## config.mk

```make
export PLATFORM = sky130hd
export DESIGN_NAME = ole_cell
export DESIGN_NICKNAME = d
export VERILOG_FILES = /design/src/hdl/ole_pkg.sv /design/src/hdl/ole_cell.sv
export SDC_FILE = /design/constraint.sdc
export NUM_CORES = 1
export LEC_CHECK = 0
export ABC_AREA = 1
export BUFFER_PORTS_ARGS = -buffer_cell sky130_fd_sc_hd__buf_2
export CELL_PAD_IN_SITES_DETAIL_PLACEMENT = 1
export CELL_PAD_IN_SITES_GLOBAL_PLACEMENT = 1
export CORE_MARGIN = 3
export CORE_UTILIZATION = 30
export DETAILED_ROUTE_END_ITERATION = 10
export GPL_TIMING_DRIVEN = 0
export HOLD_SLACK_MARGIN = 0.03
export PLACE_DENSITY = 0.95
export REMOVE_ABC_BUFFERS = 1
export SLEW_MARGIN = 10
export SYNTH_ARGS = -nofsm -noshare
export SYNTH_HDL_FRONTEND = slang
export SYNTH_SLANG_ARGS = --single-unit
```

## constraint.sdc

```tcl
create_clock -name clk -period 6 [get_ports clk]
set_clock_uncertainty 0.05 [all_clocks]
set_input_delay 1.5 -clock clk [delete_from_list [all_inputs] [get_ports clk]]
set_output_delay 1.5 -clock clk [all_outputs]
set_load 0.01 [all_outputs]
```

## src/hdl/ole_pkg.sv

```systemverilog
package ole_pkg;

	localparam logic [2:0] CMD_ADD_FRONT = 3'd0;
	localparam logic [2:0] CMD_ADD_REAR  = 3'd1;
	localparam logic [2:0] CMD_INSERT_AT = 3'd2;
	localparam logic [2:0] CMD_DEL_FRONT = 3'd3;
	localparam logic [2:0] CMD_DEL_REAR  = 3'd4;
	localparam logic [2:0] CMD_DEL_AT    = 3'd5;
	localparam logic [2:0] CMD_SEARCH    = 3'd6;

	localparam logic [1:0] STAT_OK     = 2'd0;
	localparam logic [1:0] STAT_EMPTY  = 2'd1;
	localparam logic [1:0] STAT_BADPOS = 2'd2;
	localparam logic [1:0] STAT_FULL   = 2'd3;

	localparam logic [6:0] FOUND_NONE = 7'h7F;

	typedef enum logic [1:0] {
		OP_NONE,
		OP_INSERT,
		OP_REMOVE,
		OP_SEARCH
	} op_t;

	typedef enum logic [1:0] {
		ST_IDLE,
		ST_EXEC,
		ST_SCAN,
		ST_DONE
	} state_t;

	typedef struct packed {
		logic insert;
		logic remove;
		logic search;
	} cell_ctrl_t;

endpackage

```

## src/hdl/ole_cell.sv

```systemverilog
module ole_cell
	import ole_pkg::*;
#(
	parameter int VALUE_WIDTH = 32,
	parameter int IDX_W       = 6,
	parameter int CNT_W       = 7,
	parameter int INDEX       = 0
) (
	input  logic                   clk,
	input  cell_ctrl_t             ctrl,
	input  logic [IDX_W-1:0]       at,
	input  logic [CNT_W-1:0]       count,
	input  logic [VALUE_WIDTH-1:0] key,
	input  logic [VALUE_WIDTH-1:0] left_value,
	input  logic [VALUE_WIDTH-1:0] right_value,
	output logic [VALUE_WIDTH-1:0] value,
	input  logic                   hit_in,
	input  logic [IDX_W-1:0]       idx_in,
	input  logic [VALUE_WIDTH-1:0] data_in,
	output logic                   hit_out,
	output logic [IDX_W-1:0]       idx_out,
	output logic [VALUE_WIDTH-1:0] data_out
);

	localparam logic [IDX_W-1:0] MY_IDX = IDX_W'(INDEX);
	localparam logic [CNT_W-1:0] MY_CNT = CNT_W'(INDEX);

	logic [VALUE_WIDTH-1:0] entry_q;
	logic                   hit_q;
	logic [IDX_W-1:0]       idx_q;
	logic [VALUE_WIDTH-1:0] data_q;
	logic                   sel;

	assign sel = ctrl.search ? ((MY_CNT < count) && (entry_q == key)) : (MY_IDX == at);

	always_ff @(posedge clk) begin
		if (ctrl.insert && MY_IDX == at) begin
			entry_q <= key;
		end else if (ctrl.insert && MY_IDX > at) begin
			entry_q <= left_value;
		end else if (ctrl.remove && MY_IDX >= at) begin
			entry_q <= right_value;
		end
	end

	// first hit from the front travels down the row unchanged
	always_ff @(posedge clk) begin
		if (hit_in) begin
			hit_q  <= 1'b1;
			idx_q  <= idx_in;
			data_q <= data_in;
		end else begin
			hit_q  <= sel;
			idx_q  <= MY_IDX;
			data_q <= entry_q;
		end
	end

	assign value    = entry_q;
	assign hit_out  = hit_q;
	assign idx_out  = idx_q;
	assign data_out = data_q;

endmodule

```

==> results.txt <==
Net switching is 24.8% of the power. During I/O placement, the number of pins put on the boundary was 223. The startpoint type of the worst setup path is an input pin.

For the final routed database, the setup TNS stands at 0 ns. The total count of max-transition violations in the final report was 0. By instance count, the cell type seen most on the critical path is sky130_fd_sc_hd__nand2_1. After layout, the worst path uses 50.8% of the clock period. The run gives 3,436 as the via count of the first global-routing pass. Summed over all layers, the routed wires come to 10.7 mm. The portion of total power attributed to combinational logic came out at 12.7%.

The total CTS buffers was 9. The first TritonRoute pass finished after 4 iterations. The commonest cells after synthesis are sky130_fd_sc_hd__nand2_1 (136), sky130_fd_sc_hd__inv_1 (54), sky130_fd_sc_hd__dfxtp_1 (39), sky130_fd_sc_hd__edfxtp_1 (32), sky130_fd_sc_hd__o21ai_0 (25). TritonCTS built the clock tree. The fraction of the core area covered by cells at the end of the flow was 43.2%. The number of H-tree branching levels was 3. Setup violations remaining at the end of the flow were counted as 0.

The slew at the pin closest to its max-slew limit works out to 1.11 ns. The internal portion of the total power is 780 uW. The largest stage delay on the critical path was 0.44 ns; the maximum clock frequency was 0.328 GHz. Of all nets on the critical path, the largest fanout is 52. The worst setup path is of the input pin to register kind. The first global-routing pass estimated 16.3 mm of wire. The HPWL after detailed placement is 8.47 mm. The die is 110 um tall. The cell area that synthesis handed to floorplanning was 3270 um^2. The clock root buffer was sky130_fd_sc_hd__clkbuf_8. Setup repair after global routing left no endpoint under its margin. Counting flops and latches in the post-synthesis netlist gives 71.

The net load switching power came out at 257 uW. The tools report the residual overflow from global routing as 0. The flip-flop cell with the highest count after synthesis was sky130_fd_sc_hd__dfxtp_1.

The worst path needs 3.05 ns of the cycle, external delays included. The highest ir drop seen on vdd was 0.0000935 V; the global-route usage over all layers was 17.6%. Fill cells in the final layout number 1,338. The tools report the number of instances in the synthesized netlist as 384. In this run the static leakage power is 0.00240 uW.

The slowest stage cell on the critical path was sky130_fd_sc_hd__nand2_4. The floorplan step defined a die boundary enclosing 12,200 um^2. The number of buffer and inverter instances along the worst setup path came out at 2.

Sequential-to-total area share from yosys stat: 53.3%. The count of standard-cell rows was 37; the number of buffers inserted to repair setup after CTS was 0. The count of buffers from port buffering works out to 190.

Entering global routing, the biggest net connects 60 pins. The detailed router finished its first iteration with 125 violations. Average instance area after synthesis: 8.51 um^2. For this run, the number of Yosys warnings is 0.

The share of layout cells above drive strength 1 was 41.8%; the maximum buffer depth of the clock tree was 2. The die width is 110 um, and the count of hold-fix buffers inserted at cts is 0. The run gives 10,500 um^2 as the placeable core area. In this run, synthesis inferred 32 flip-flops with an integrated enable. The number of antenna diodes in the final layout is 0. The source-to-sink clock delay at the later pin of the worst-skew pair is 0.34 ns. By area the synthesized netlist is led by sky130_fd_sc_hd__edfxtp_1 (29%), sky130_fd_sc_hd__dfxtp_1 (24%), sky130_fd_sc_hd__nand2_1 (16%). Clock-pin slew was measured on the worst setup and hold paths at 0.08 ns. Across the run, the number of max-cap violations was 0. The finished cells cover 4520 um^2.

The worst hold path belongs to the class register to register. Power density relative to cell area: 229 nW/um^2. The logs give 0 for the count of endpoints failing hold in the final timing report and 20 for the number of distinct library cells after synthesis. The worst pin sits at a relative slew slack of 25.9%.

Broken down by cell family, the worst path's largest delay share belongs to simple AND/OR/NAND/NOR gates. The number of antenna violations at the first check in global routing is 0, and the effective utilization at floorplan is 31.2%. Data on the critical path is required at its endpoint by 6.03 ns. The clock net in this run drives a total of 71 sinks. Dividing the detail-routed wire length by the instance count gives 15.0 um. The top-area cell type share of the netlist area is 29.4%, and the post-cts sizing count is 0.

The tools report the arrival time at the worst endpoint as 3.07 ns. Traced cell by cell, the critical path runs through buf_2 > nor4_1 > nand2_1 > inv_2 > nand2_4 > nand2_1 > o21ai_2. Post-layout net count: 724. Routability-driven placement finished with a final weighted congestion of 0.732. After detailed placement, the total cell area comes to 4330 um^2. For this run, design rule violations remaining after detail routing come to 0. The run finished with clean final reports.

Power comes to 1040 uW. From synthesis to final layout, the design area changed by 38.3%. Of the total power, the clock network draws 36.4%.

For the total number of vias, the log shows 3,206. Yosys instantiated no cell more often than sky130_fd_sc_hd__nand2_1. Of all flip-flops after synthesis, the portion carrying an async set or reset was 0%. After detailed routing, the number of vias per cell comes to 4.50.

The antenna violation net count after detailed routing came out at 0. The run gives 50.9% as the register share of total power. The cell type with the highest aggregate area in the netlist was sky130_fd_sc_hd__edfxtp_1. The worst setup path is captured at a register.
## placed cells by master, fill, tap and decap left out, types with 2 or more instances in the layout
master                       n
sky130_fd_sc_hd__buf_2     190
sky130_fd_sc_hd__clkbuf_8   13
sky130_fd_sc_hd__dfxtp_1    39
sky130_fd_sc_hd__edfxtp_1   32
sky130_fd_sc_hd__inv_1      54
sky130_fd_sc_hd__mux2_2     12
sky130_fd_sc_hd__nand2_1   136
sky130_fd_sc_hd__nand3_1    18
sky130_fd_sc_hd__nor2_1     18
sky130_fd_sc_hd__o21ai_0    25
sky130_fd_sc_hd__o21ai_2    20
sky130_fd_sc_hd__xnor2_1     8
sky130_fd_sc_hd__xor2_1      2
## final timing paths
check	startpoint	to	slack (ns)	depth (start not counted)
worst max-delay path	at[3]	value[23]	2.95	7
worst min register to register	value[2]	data_out[2]	0.50	1
worst max register to register	value[8]	hit_out	4.70	9
worst min-delay path	value[2]	data_out[2]	0.50	1
## worst register-to-register path: cells and delay by family (launching register included)
family / cells / cell delay (ns)
and+or+nand+nor: 8 / 0.66
DFF: 1 / 0.43
buffers and inverters: 1 / 0.11
## state kept, by name (all words and copies together) (netlist names)
signal,count
idx_out,6
data_out,32
hit_out,1
value,32
## power by group through the flow
stage               Combinational, uW  Sequential [uW]  Clock (uW)
floorplan                        43.9              548           0
global placement                  126              538           0
detailed placement                134              539           0
CTS                               134              528         390
global route                      149              529         412
finish                            132              528         377
## final cells by class
| type | count | area, um^2 | area share, % |
|---|---|---|---|
| Tap cell | 136 | 170 | 3.76 |
| Clock inverter | 2 | 12.5 | 0.277 |
| Sequential cell | 71 | 1740 | 38.5 |
| Timing Repair Buffer | 191 | 978 | 21.6 |
| Multi-Input combinational cell | 244 | 1230 | 27.2 |
| Inverter | 55 | 206 | 4.56 |
| Clock buffer | 14 | 183 | 4.04 |
## routing by layer
layer | vias to the layer above | share of wire, % | track usage, %
li1 | 1580 | - | -
met1 | 1493 | 39 | 18.4
met2 | 121 | 52 | 32.8
met3 | 12 | 8.1 | 5.30
met4 | 0 | 1.5 | 6.42
met5 | - | 0 | 0
## stage by stage
stage | hold WS (ns) | cells | setup WS, ns
CTS | 0.506 | 713 | 2.96
detailed placement | 0.487 | 697 | 2.58
floorplan | 0.539 | 370 | 2.28
finish | 0.502 | 713 | 2.95
global placement | 0.481 | 696 | 1.30
global route | 0.517 | 713 | 2.85
## logic make-up (layout without fill, tap and decap cells)
logic type             Yosys count  count (layout)  synth area share [%]
AND/OR/NAND/NOR                177             177                  21.4
flip-flops                      71              71                  53.3
buffers and inverters           69             262                  9.30
AO/OA/AOI/OAI                   45              45                  9.18
multiplexers                    12              12                  4.13
XOR/XNOR                        10              10                  2.68
(Power assumes the default switching activity.)
